File: config.mk
export PLATFORM = sky130hd
export DESIGN_NAME = nec_ir_frame_decoder
export DESIGN_NICKNAME = d
export VERILOG_FILES = /design/src/hw/rtl/nir_pkg.sv /design/src/hw/rtl/nec_ir_frame_decoder.sv /design/src/hw/rtl/nir_classify.sv
export VERILOG_INCLUDE_DIRS = /design/src /design/src/hw/rtl
export SDC_FILE = /design/constraint.sdc
export NUM_CORES = 1
export LEC_CHECK = 0
export ABC_AREA = 1
export BUFFER_PORTS_ARGS = -buffer_cell sky130_fd_sc_hd__buf_2
export CAP_MARGIN = 0
export CORE_ASPECT_RATIO = 0.75
export CORE_UTILIZATION = 55
export DETAILED_ROUTE_END_ITERATION = 10
export PLACE_DENSITY_LB_ADDON = 0.3
export SYNTH_ARGS = -nofsm -noshare
export SYNTH_HDL_FRONTEND = slang
export SYNTH_HIERARCHICAL = 1
export SYNTH_SLANG_ARGS = --single-unit
File: constraint.sdc
create_clock -name clk -period 12.9 [get_ports clk]
set_clock_uncertainty 0.05 [all_clocks]
set_input_delay 1.29 -clock clk [delete_from_list [all_inputs] [get_ports clk]]
set_output_delay 1.29 -clock clk [all_outputs]
set_load 0.05 [all_outputs]
File: src/hw/rtl/nec_ir_frame_decoder_macros.svh
// Assertion macros for the NEC IR frame decoder.
// Expects a clock named clk and an active-low reset named arst_n in scope.
`ifndef NEC_IR_FRAME_DECODER_MACROS_SVH
`define NEC_IR_FRAME_DECODER_MACROS_SVH

// same-cycle implication
`define NIR_ASSERT_NOW(lbl, ante, cons, msg) \
	lbl: assert property (@(posedge clk) disable iff (!arst_n) (ante) |-> (cons)) \
		else $error(msg);

// next-cycle implication
`define NIR_ASSERT_NEXT(lbl, ante, cons, msg) \
	lbl: assert property (@(posedge clk) disable iff (!arst_n) (ante) |=> (cons)) \
		else $error(msg);

`endif

File: src/hw/rtl/nir_pkg.sv
// Shared types and constants for the NEC IR frame decoder.
// No dependencies; imported by nir_classify and nec_ir_frame_decoder.
`timescale 1ns / 1ps

package nir_pkg;

	localparam int unsigned TimeW  = 32;
	localparam int unsigned WinW   = 16;
	localparam int unsigned CntW   = 5;
	localparam int unsigned BitsW  = 6;
	localparam int unsigned ToutW  = 18;
	localparam int unsigned IdxW   = 3;

	localparam logic [IdxW-1:0] REG_HEADER_CENTRE = 3'd0;
	localparam logic [IdxW-1:0] REG_HEADER_TOL    = 3'd1;
	localparam logic [IdxW-1:0] REG_REPEAT_CENTRE = 3'd2;
	localparam logic [IdxW-1:0] REG_REPEAT_TOL    = 3'd3;
	localparam logic [IdxW-1:0] REG_ONE_CENTRE    = 3'd4;
	localparam logic [IdxW-1:0] REG_ZERO_CENTRE   = 3'd5;
	localparam logic [IdxW-1:0] REG_BIT_TOL       = 3'd6;
	localparam logic [IdxW-1:0] REG_TIMEOUT_MS    = 3'd7;

	localparam logic CMD_EDGE  = 1'b0;
	localparam logic CMD_CHECK = 1'b1;

	localparam logic [WinW-1:0]  RST_HEADER_CENTRE = 16'd13500;
	localparam logic [WinW-1:0]  RST_HEADER_TOL    = 16'd1500;
	localparam logic [WinW-1:0]  RST_REPEAT_CENTRE = 16'd11250;
	localparam logic [WinW-1:0]  RST_REPEAT_TOL    = 16'd1000;
	localparam logic [WinW-1:0]  RST_ONE_CENTRE    = 16'd2250;
	localparam logic [WinW-1:0]  RST_ZERO_CENTRE   = 16'd1125;
	localparam logic [WinW-1:0]  RST_BIT_TOL       = 16'd400;
	localparam logic [ToutW-1:0] RST_TIMEOUT_US    = 18'd15000;
	localparam logic [9:0]       US_PER_MS         = 10'd1000;

	typedef struct packed {
		logic             cmd;
		logic [TimeW-1:0] now_us;
	} item_t;

	typedef struct packed {
		logic             new_code;
		logic             repeat_flag;
		logic [7:0]       command;
		logic [TimeW-1:0] raw_frame;
		logic             have_code;
		logic             receiving;
		logic [BitsW-1:0] bits_received;
	} result_t;

	typedef struct packed {
		logic [WinW-1:0] header_centre;
		logic [WinW-1:0] header_tol;
		logic [WinW-1:0] repeat_centre;
		logic [WinW-1:0] repeat_tol;
		logic [WinW-1:0] one_centre;
		logic [WinW-1:0] zero_centre;
		logic [WinW-1:0] bit_tol;
	} win_cfg_t;

	typedef struct packed {
		logic header;
		logic rpt;
		logic data_bit;
		logic bit_value;
	} class_t;

endpackage

File: src/hw/rtl/nec_ir_frame_decoder.sv
// NEC IR frame decoder: one transaction in gives one transaction out, one per cycle
// while result_stall is low. An item is captured in an input register and fully
// decoded (one 32-bit subtract and a set of window compares) into the result
// register; sustained throughput is one item per clock unless the output stalls.
// Depends on nir_pkg, nir_classify and nec_ir_frame_decoder_macros.svh.
`timescale 1ns / 1ps
`include "nec_ir_frame_decoder_macros.svh"

module nec_ir_frame_decoder (
	input  logic                     clk,
	input  logic                     arst_n,
	input  logic                     item_valid,
	output logic                     item_stall,
	input  nir_pkg::item_t           item,
	output logic                     result_valid,
	input  logic                     result_stall,
	output nir_pkg::result_t         result,
	input  logic                     cfg_we,
	input  logic [nir_pkg::IdxW-1:0] cfg_index,
	input  logic [nir_pkg::WinW-1:0] cfg_data
);
	import nir_pkg::*;

	win_cfg_t         win_q;
	logic [ToutW-1:0] timeout_us_q;

	item_t            item_s1;
	logic             item_valid_s1;

	logic             rx_active_q;
	logic [TimeW-1:0] prev_edge_q;
	logic [CntW-1:0]  bit_cnt_q;
	logic [TimeW-1:0] shift_q;
	logic [7:0]       cmd_latch_q;
	logic [TimeW-1:0] frame_latch_q;
	logic             code_seen_q;
	logic             repeat_q;

	result_t          result_q;
	logic             result_valid_q;

	logic             advance;
	logic [TimeW-1:0] delta;
	class_t           cls;

	logic             rx_active_d;
	logic [CntW-1:0]  bit_cnt_d;
	logic [TimeW-1:0] shift_d;
	logic [7:0]       cmd_latch_d;
	logic [TimeW-1:0] frame_latch_d;
	logic             code_seen_d;
	logic             repeat_d;
	logic             report_d;
	logic [TimeW-1:0] shifted;
	logic [BitsW-1:0] cnt_inc;

	assign advance      = item_valid_s1 && !(result_valid_q && result_stall);
	assign item_stall   = item_valid_s1 && result_valid_q && result_stall;
	assign result_valid = result_valid_q;
	assign result       = result_q;
	assign delta        = item_s1.now_us - prev_edge_q;

	nir_classify u_classify (
		.delta (delta),
		.win   (win_q),
		.cls   (cls)
	);

	always_ff @(posedge clk or negedge arst_n) begin
		if (!arst_n) begin
			win_q.header_centre <= RST_HEADER_CENTRE;
			win_q.header_tol    <= RST_HEADER_TOL;
			win_q.repeat_centre <= RST_REPEAT_CENTRE;
			win_q.repeat_tol    <= RST_REPEAT_TOL;
			win_q.one_centre    <= RST_ONE_CENTRE;
			win_q.zero_centre   <= RST_ZERO_CENTRE;
			win_q.bit_tol       <= RST_BIT_TOL;
			timeout_us_q        <= RST_TIMEOUT_US;
		end else if (cfg_we) begin
			unique case (cfg_index)
				REG_HEADER_CENTRE: win_q.header_centre <= cfg_data;
				REG_HEADER_TOL:    win_q.header_tol    <= cfg_data;
				REG_REPEAT_CENTRE: win_q.repeat_centre <= cfg_data;
				REG_REPEAT_TOL:    win_q.repeat_tol    <= cfg_data;
				REG_ONE_CENTRE:    win_q.one_centre    <= cfg_data;
				REG_ZERO_CENTRE:   win_q.zero_centre   <= cfg_data;
				REG_BIT_TOL:       win_q.bit_tol       <= cfg_data;
				REG_TIMEOUT_MS:    timeout_us_q        <=
					ToutW'(cfg_data[7:0]) * ToutW'(US_PER_MS);
				default:           ;
			endcase
		end
	end

	always_comb begin
		rx_active_d   = rx_active_q;
		bit_cnt_d     = bit_cnt_q;
		shift_d       = shift_q;
		cmd_latch_d   = cmd_latch_q;
		frame_latch_d = frame_latch_q;
		code_seen_d   = code_seen_q;
		repeat_d      = repeat_q;
		report_d      = 1'b0;
		shifted       = {shift_q[TimeW-2:0], cls.bit_value};
		cnt_inc       = {1'b0, bit_cnt_q} + 6'd1;

		if (item_s1.cmd == CMD_CHECK) begin
			if (rx_active_q && (delta > {{(TimeW-ToutW){1'b0}}, timeout_us_q})) begin
				rx_active_d = 1'b0;
				bit_cnt_d   = '0;
			end
		end else if (cls.header) begin
			rx_active_d = 1'b1;
			bit_cnt_d   = '0;
			shift_d     = '0;
			repeat_d    = 1'b0;
		end else if (cls.rpt) begin
			if (code_seen_q) begin
				repeat_d = 1'b1;
				report_d = 1'b1;
			end
			rx_active_d = 1'b0;
			bit_cnt_d   = '0;
		end else if (cls.data_bit) begin
			if (rx_active_q) begin
				shift_d   = shifted;
				bit_cnt_d = cnt_inc[CntW-1:0];
				if (cnt_inc[BitsW-1]) begin
					if ((shifted[31:24] == ~shifted[23:16]) &&
						(shifted[15:8] == ~shifted[7:0])) begin
						cmd_latch_d   = shifted[15:8];
						frame_latch_d = shifted;
						code_seen_d   = 1'b1;
						repeat_d      = 1'b0;
						report_d      = 1'b1;
					end
					rx_active_d = 1'b0;
					bit_cnt_d   = '0;
				end
			end
		end else begin
			rx_active_d = 1'b0;
			bit_cnt_d   = '0;
		end
	end

	always_ff @(posedge clk or negedge arst_n) begin
		if (!arst_n) begin
			item_valid_s1  <= 1'b0;
			result_valid_q <= 1'b0;
			rx_active_q    <= 1'b0;
			prev_edge_q    <= '0;
			bit_cnt_q      <= '0;
			shift_q        <= '0;
			cmd_latch_q    <= '0;
			frame_latch_q  <= '0;
			code_seen_q    <= 1'b0;
			repeat_q       <= 1'b0;
		end else begin
			if (item_valid && !item_stall) begin
				item_valid_s1 <= 1'b1;
			end else if (advance) begin
				item_valid_s1 <= 1'b0;
			end
			if (advance) begin
				result_valid_q <= 1'b1;
			end else if (!result_stall) begin
				result_valid_q <= 1'b0;
			end
			if (advance) begin
				rx_active_q   <= rx_active_d;
				bit_cnt_q     <= bit_cnt_d;
				shift_q       <= shift_d;
				cmd_latch_q   <= cmd_latch_d;
				frame_latch_q <= frame_latch_d;
				code_seen_q   <= code_seen_d;
				repeat_q      <= repeat_d;
				if (item_s1.cmd == CMD_EDGE) begin
					prev_edge_q <= item_s1.now_us;
				end
			end
		end
	end

	always_ff @(posedge clk) begin
		if (item_valid && !item_stall) begin
			item_s1 <= item;
		end
		if (advance) begin
			result_q.new_code      <= report_d;
			result_q.repeat_flag   <= repeat_d;
			result_q.command       <= cmd_latch_d;
			result_q.raw_frame     <= frame_latch_d;
			result_q.have_code     <= code_seen_d;
			result_q.receiving     <= rx_active_d;
			result_q.bits_received <= {1'b0, bit_cnt_d};
		end
	end

	`NIR_ASSERT_NOW(a_idle_no_bits, !rx_active_q, bit_cnt_q == '0, "bit count set while idle")
	`NIR_ASSERT_NOW(a_repeat_needs_code, repeat_q, code_seen_q, "repeat state without latched code")
	`NIR_ASSERT_NOW(a_report_has_code, result_valid && result.new_code, result.have_code,
		"report without latched code")
	`NIR_ASSERT_NOW(a_stall_only_full, item_stall, result_valid_q && item_valid_s1,
		"input stalled with room downstream")
	`NIR_ASSERT_NEXT(a_advance_fills, advance, result_valid_q, "decoded item lost")

endmodule

File: src/hw/rtl/nir_classify.sv
// Edge spacing classifier: header, repeat, data bit or error by window.
// Depends on nir_pkg.
`timescale 1ns / 1ps

module nir_classify (
	input  logic [nir_pkg::TimeW-1:0] delta,
	input  nir_pkg::win_cfg_t         win,
	output nir_pkg::class_t           cls
);
	import nir_pkg::*;

	function automatic logic in_window(
		input logic [TimeW-1:0] d,
		input logic [WinW-1:0]  centre,
		input logic [WinW-1:0]  tol
	);
		logic [WinW-1:0] lo;
		logic [WinW:0]   hi;
		lo = (centre >= tol) ? (centre - tol) : '0;
		hi = {1'b0, centre} + {1'b0, tol};
		return (d >= {{(TimeW-WinW){1'b0}}, lo}) &&
			(d <= {{(TimeW-WinW-1){1'b0}}, hi});
	endfunction

	logic hit_header;
	logic hit_repeat;
	logic hit_one;
	logic hit_zero;

	always_comb begin
		hit_header = in_window(delta, win.header_centre, win.header_tol);
		hit_repeat = in_window(delta, win.repeat_centre, win.repeat_tol);
		hit_one    = in_window(delta, win.one_centre, win.bit_tol);
		hit_zero   = in_window(delta, win.zero_centre, win.bit_tol);

		cls.header    = hit_header;
		cls.rpt       = !hit_header && hit_repeat;
		cls.data_bit  = !hit_header && !hit_repeat && (hit_one || hit_zero);
		cls.bit_value = hit_one;
	end

endmodule
Word-level counts from Yosys, hierarchy flattened
Index checks and enable logic that the tools add are counted.

word-level totals
  flip-flop bits (word level) = 322
  input port bits = 57
  output and inout bits = 52
  word-level logic and storage cells = 160

cells by class
  add/subtract/negate cells = 10
  multipliers = 1
  order comparisons = 13
  eq/ne operators = 11
  multiplexer cells = 61
  bitwise gates (word level) = 3
  reductions and logical operators = 34

operator list
  kind                  number
  $mux 32               7
  $ge 32x16->1          4
  $le 32x17->1          4
  $mux 31               4
  $add 16x16->17        4
  $ge 16x16->1          4
  $mux 16               4
  $sub 16x16->16        4
  $mux 8                7
  $mux 5                7
  $gt 32x18->1          1
  $mux 1                32
  $sub 32x32->32        1
  $reduce_and 2->1      9
  $eq 8x8->1            2
  $not 8->8             2
  $mul 8x7->15 const B  1
  $logic_and 1x1->1     14
  $eq 3x3->1 const B    4
  $add 5x1->6 const B   1
  $eq 3x2->1 const B    2
  $reduce_bool 2->1     3
  $reduce_and 5->1      1
  $logic_not 1->1       4
  6 further kinds       7

Depth between registers and ports, before layout
  depth in word-level cells = 14
  mapped depth = 38
  gate-level depth less buffers = 36

Modules after synthesis
Netlist, hierarchy kept.

by module, submodules not included
  module                times used  cells an instance  area an instance (um^2)  sequential area each (um^2)
  nec_ir_frame_decoder  1           1839               16346.9                  8530.7
  nir_classify          1           1596               10274.9                  0.0

Worst setup path after synthesis
OpenSTA, ideal clock, no wires.

  path type = input to register
  start point = input port cfg_data[0] (netlist bit)
  end point = register timeout_us_q[16]
  setup time = 0.065 ns
  data arrival time = 4.940 ns
  path slack = 7.845 ns
  stages on the path = 21
  cell sequence = fa_1 -> inv_1 -> fa_1 -> fa_1 -> inv_1 -> fa_1 -> ha_1 -> a21oi_1 -> nand2_1 -> nand2_1 -> nand2_1 -> a21oi_1 -> nor2_1 -> o21ai_0 -> nand2_1 -> nand2_1 -> nand2_1 -> a21oi_1 -> or2_2 -> nand3_1 -> nand2_1

on the way
  cells in the longest elaborated chain, start to end = 1

ends and longest elaborated chain
  item                    line                        text
  start: declaration      nec_ir_frame_decoder.sv:20  input logic [nir_pkg::WinW-1:0] cfg_data
  $mul 8x7->15            nec_ir_frame_decoder.sv:89  ToutW'(cfg_data[7:0]) * ToutW'(US_PER_MS);
  end signal: assignment  nec_ir_frame_decoder.sv:88  REG_TIMEOUT_MS: timeout_us_q <=
  end: declaration        nec_ir_frame_decoder.sv:25  logic [ToutW-1:0] timeout_us_q;

No other way between the ends.
A chain may end at the register's enable or synchronous reset.

==> summary.md <==
| Metric | Value |
|---|---|
| Ys flop type | `dfrtp_1` |
| Die ar. | `49300 um2` |
| Top cells by count, synth | `805 x nand2_1, 486 x inv_1, 344 x ha_1, 332 x o21ai_0, 190 x dfrtp_1` |
| Slew Viols, Final | `0` |
| Avg WL per Cell | `16.9 um` |
| GR met2 Demand/Resource | `39.5%` |
| Post-synth EDFFs | `82` |
| Reg-to-reg critical path startpoint | `win_q[4]$_DFFE_PN1P_` |
| Area contributors post-synth | `dfrtp_1 18%, ha_1 16%, nand2_1 11%` |
| Final hold vios | `0` |
| Adder-Cell Fraction of Synth Area | `18.5%` |
| Iteration-0 DRC Markers | `2052` |
| Startpoint Class | `flop` |
| Worst slew margin | `23.5%` |
| Clk buf depth | `3` |
| GRT Max-Usage Layer | `met1` |
| Period minus WS final | `6.38 ns` |
| Synth Area in Compound Gates | `14.3%` |
| Syn Nets | `3867` |
| # IOs | `109` |
| Hold_ws | `0.436 ns` |
| # setup viols final | `0` |
| Met1 usage in global routing | `44.1%` |
| CTS Hold Bufs | `0` |
| Final setup TNS | `0 ns` |
| Slowest Stage Delay on Critical Path | `0.85 ns` |
| Period utilization | `49.5%` |
| Sequential share of the synthesized area | `32.0%` |
| Cell at the slowest stage of the critical path | `inv_1` |
| Arrival time at the worst endpoint | `6.69 ns` |
| VDD IR max | `108 uV` |
| Vias per cell | `5.44` |
| Clock sinks | `322` |
| Cts repair resizes | `0` |
| Pwr Total | `0.00582 W` |
| Data required, critical path | `13.21 ns` |
| Core area | `47600 um2` |
| Hold_sp | `frame_latch_q[31]$_DFFE_PN0P_` |
| Final nets | `3922` |
| Cells after synthesis | `3435` |
| First-pass GRT wire length | `112000 um` |
| Setup slack, reg-to-reg | `6.52 ns` |
| CTS buffer count | `34` |
| R2R Path End | `result[40]$_DFFE_PP_` |
| Initial Utilization | `56.0%` |
| Leakage | `14.4 nW` |
| Insertion delay to the later sink of the worst-skew pair | `0.56 ns` |
| Min-Delay Endpoint | `frame_latch_q[31]$_DFFE_PN0P_` |
| Class of the worst hold path | `flop to flop` |
| Die Wd | `256 um` |
| Cell taking the most area after synthesis | `dfrtp_1` |
| RSZ-0062 raised after global routing | `no` |
| CP Class | `flop to flop` |
| Dpl cell area | `27500 um2` |
| Vias in the first global route | `20500` |
| Post-synthesis simple-gate area fraction | `22.6%` |
| Site Rows | `69` |
| Clk slew on worst S/H paths | `0.06 ns` |
| Max cap viols | `0` |
| Most common cell in the netlist | `nand2_1` |
| Reg2reg path depth | `29` |
| Port Buffers | `107` |
| CTS tree | `yes` |
| Setup bufs post-CTS | `0` |
| Warnings from Yosys | `6` |
| Synthesized cell area | `26600 um2` |
| Share of Yosys cell area claimed by the top area cell type | `17.9%` |
| Max frequency | `157 MHz` |
| WHS Path Cells | `2` |
| Pin count of the biggest net entering global routing | `109` |
| Post-route DRC violation count | `0` |
| Proportion of synthesized area in mux cells | `0.0423%` |
| Post-layout util | `60.2%` |
| GRT Total Usage | `28.5%` |
| XOR/XNOR Fraction of Synth Area | `2.90%` |
| DRT antenna net count | `0` |
| Status | `complete, no violations` |
| Post-synth ARST share | `74.5%` |
| Pwr dens | `203 nW/um2` |
| Design Area, Final | `28600 um2` |
| First-pass DRT Iterations | `6` |
| Drt total wl | `70300 um` |
| GP Congestion | `0.989` |
| DR vias | `22600` |
| Root Buffer | `clkbuf_16` |
| Synth Area per Inst | `7.75 um2` |
| Grt total ovfl | `0` |
| HPWL Detailed | `54300 um` |
| Initial antenna violation count | `3` |
| Largest family of logic cells by synthesized area | `simple AND/OR/NAND/NOR gates` |
| Syn-to-layout area delta | `7.58%` |
| Max FO, Critical Path | `52` |
| Slew of the pin with the lowest slew margin | `1.14 ns` |
| Crit. End Element | `flop` |
| Die height | `193 um` |
| H-tree depth | `2` |
| CP dominant cell by count | `inv_1` |
| Unique masters post-synth | `65` |
| #FFs+latches synth | `322` |
| M3 GR Usage | `6.59%` |
| Share of post-route cells with drive strength above 1 | `12.3%` |
## metrics by stage
stage / setup WS [ns] / std cells
after global routing: 5.97 / 4156
after global placement: 6.80 / 4093
final: 6.52 / 4158
after floorplan: 7.85 / 3435
after detailed placement: 6.68 / 4093
after CTS: 6.58 / 4155
## logic make-up (layout without fill, tap and decap cells)
group,count (synthesis),count (layout)
multiplexers,1,1
other,1,4
XOR/XNOR,88,88
AO/OA/AOI/OAI,666,666
buffers and inverters,626,707
AND/OR/NAND/NOR,1356,1356
adder cells (fa/ha/maj),375,375
flip-flops,322,322
## registers in the layout, summed over array words and instances, names as in the netlist
register	count
win_q	112
result	49
item_s1	33
frame_latch_q	32
prev_edge_q	32
shift_q	31
timeout_us_q	15
cmd_latch_q	8
bit_cnt_q	5
code_seen_q	1
item_valid_s1	1
repeat_q	1
result_valid	1
rx_active_q	1
## how the worst max path moves through the flow
| stage | from | cells after the start | end |
|---|---|---|---|
| 6_report | win_q[4]$_DFFE_PN1P_ | 29 | result[40]$_DFFE_PP_ |
| 5_1_grt | win_q[4]$_DFFE_PN1P_ | 29 | result[44]$_DFFE_PP_ |
| 4_1_cts | prev_edge_q[0]$_DFFE_PN0P_ | 27 | result[40]$_DFFE_PP_ |
| 3_5_place_dp | prev_edge_q[0]$_DFFE_PN0P_ | 27 | result[40]$_DFFE_PP_ |
| 3_3_place_gp | win_q[8]$_DFFE_PN1P_ | 24 | result[43]$_DFFE_PP_ |
| 2_1_floorplan | cfg_data[0] | 21 | timeout_us_q[16]$_DFFE_PN0P_ |
## placed cells by master, fill, tap and decap left out, types with 40 or more instances in the layout
| cell | count |
|---|---|
| inv_1 | 485 |
| dfstp_2 | 50 |
| o21ai_0 | 332 |
| dfrtp_1 | 190 |
| edfxtp_1 | 82 |
| xor2_1 | 73 |
| ha_1 | 344 |
| nand2_1 | 805 |
| nand3_1 | 168 |
| nand3_2 | 40 |
| buf_2 | 106 |
| a21oi_1 | 187 |
| nor2_1 | 186 |
## critical path: cells and delay by family (launching register included)
kind / cells / cell delay (ns)
AND/OR/NAND/NOR: 18 / 3.16
adder cells (fa/ha/maj): 2 / 0.74
flip-flops: 1 / 0.56
AO/OA/AOI/OAI: 2 / 0.28
buffers and inverters: 7 / 1.39
## area by class of cell
type / instances / area [um2]
Clock buffer: 48 / 986
Tap cell: 639 / 800
Multi-Input combinational cell: 2487 / 15500
Inverter: 516 / 1940
Antenna cell: 3 / 7.51
Clock inverter: 14 / 134
Sequential cell: 322 / 8530
Fill cell: 4294 / 18900
Timing Repair Buffer: 129 / 711
## per-layer routing
| metal | part of all wire (%) | vias up |
|---|---|---|
| met5 | 0 | - |
| met4 | 2.0 | 0 |
| met3 | 9.5 | 79 |
| met2 | 39 | 830 |
| met1 | 50 | 10400 |
| li1 | - | 11300 |
## power breakdown
group | total, W | switching (W) | internal [W]
logic | 0.00353 | 0.00228 | 0.00125
clock network | 0.000997 | 0.000434 | 0.000562
registers | 0.00130 | 0.0000925 | 0.00121
total | 0.00582 | 0.00281 | 0.00302
(Power assumes the default switching activity.)
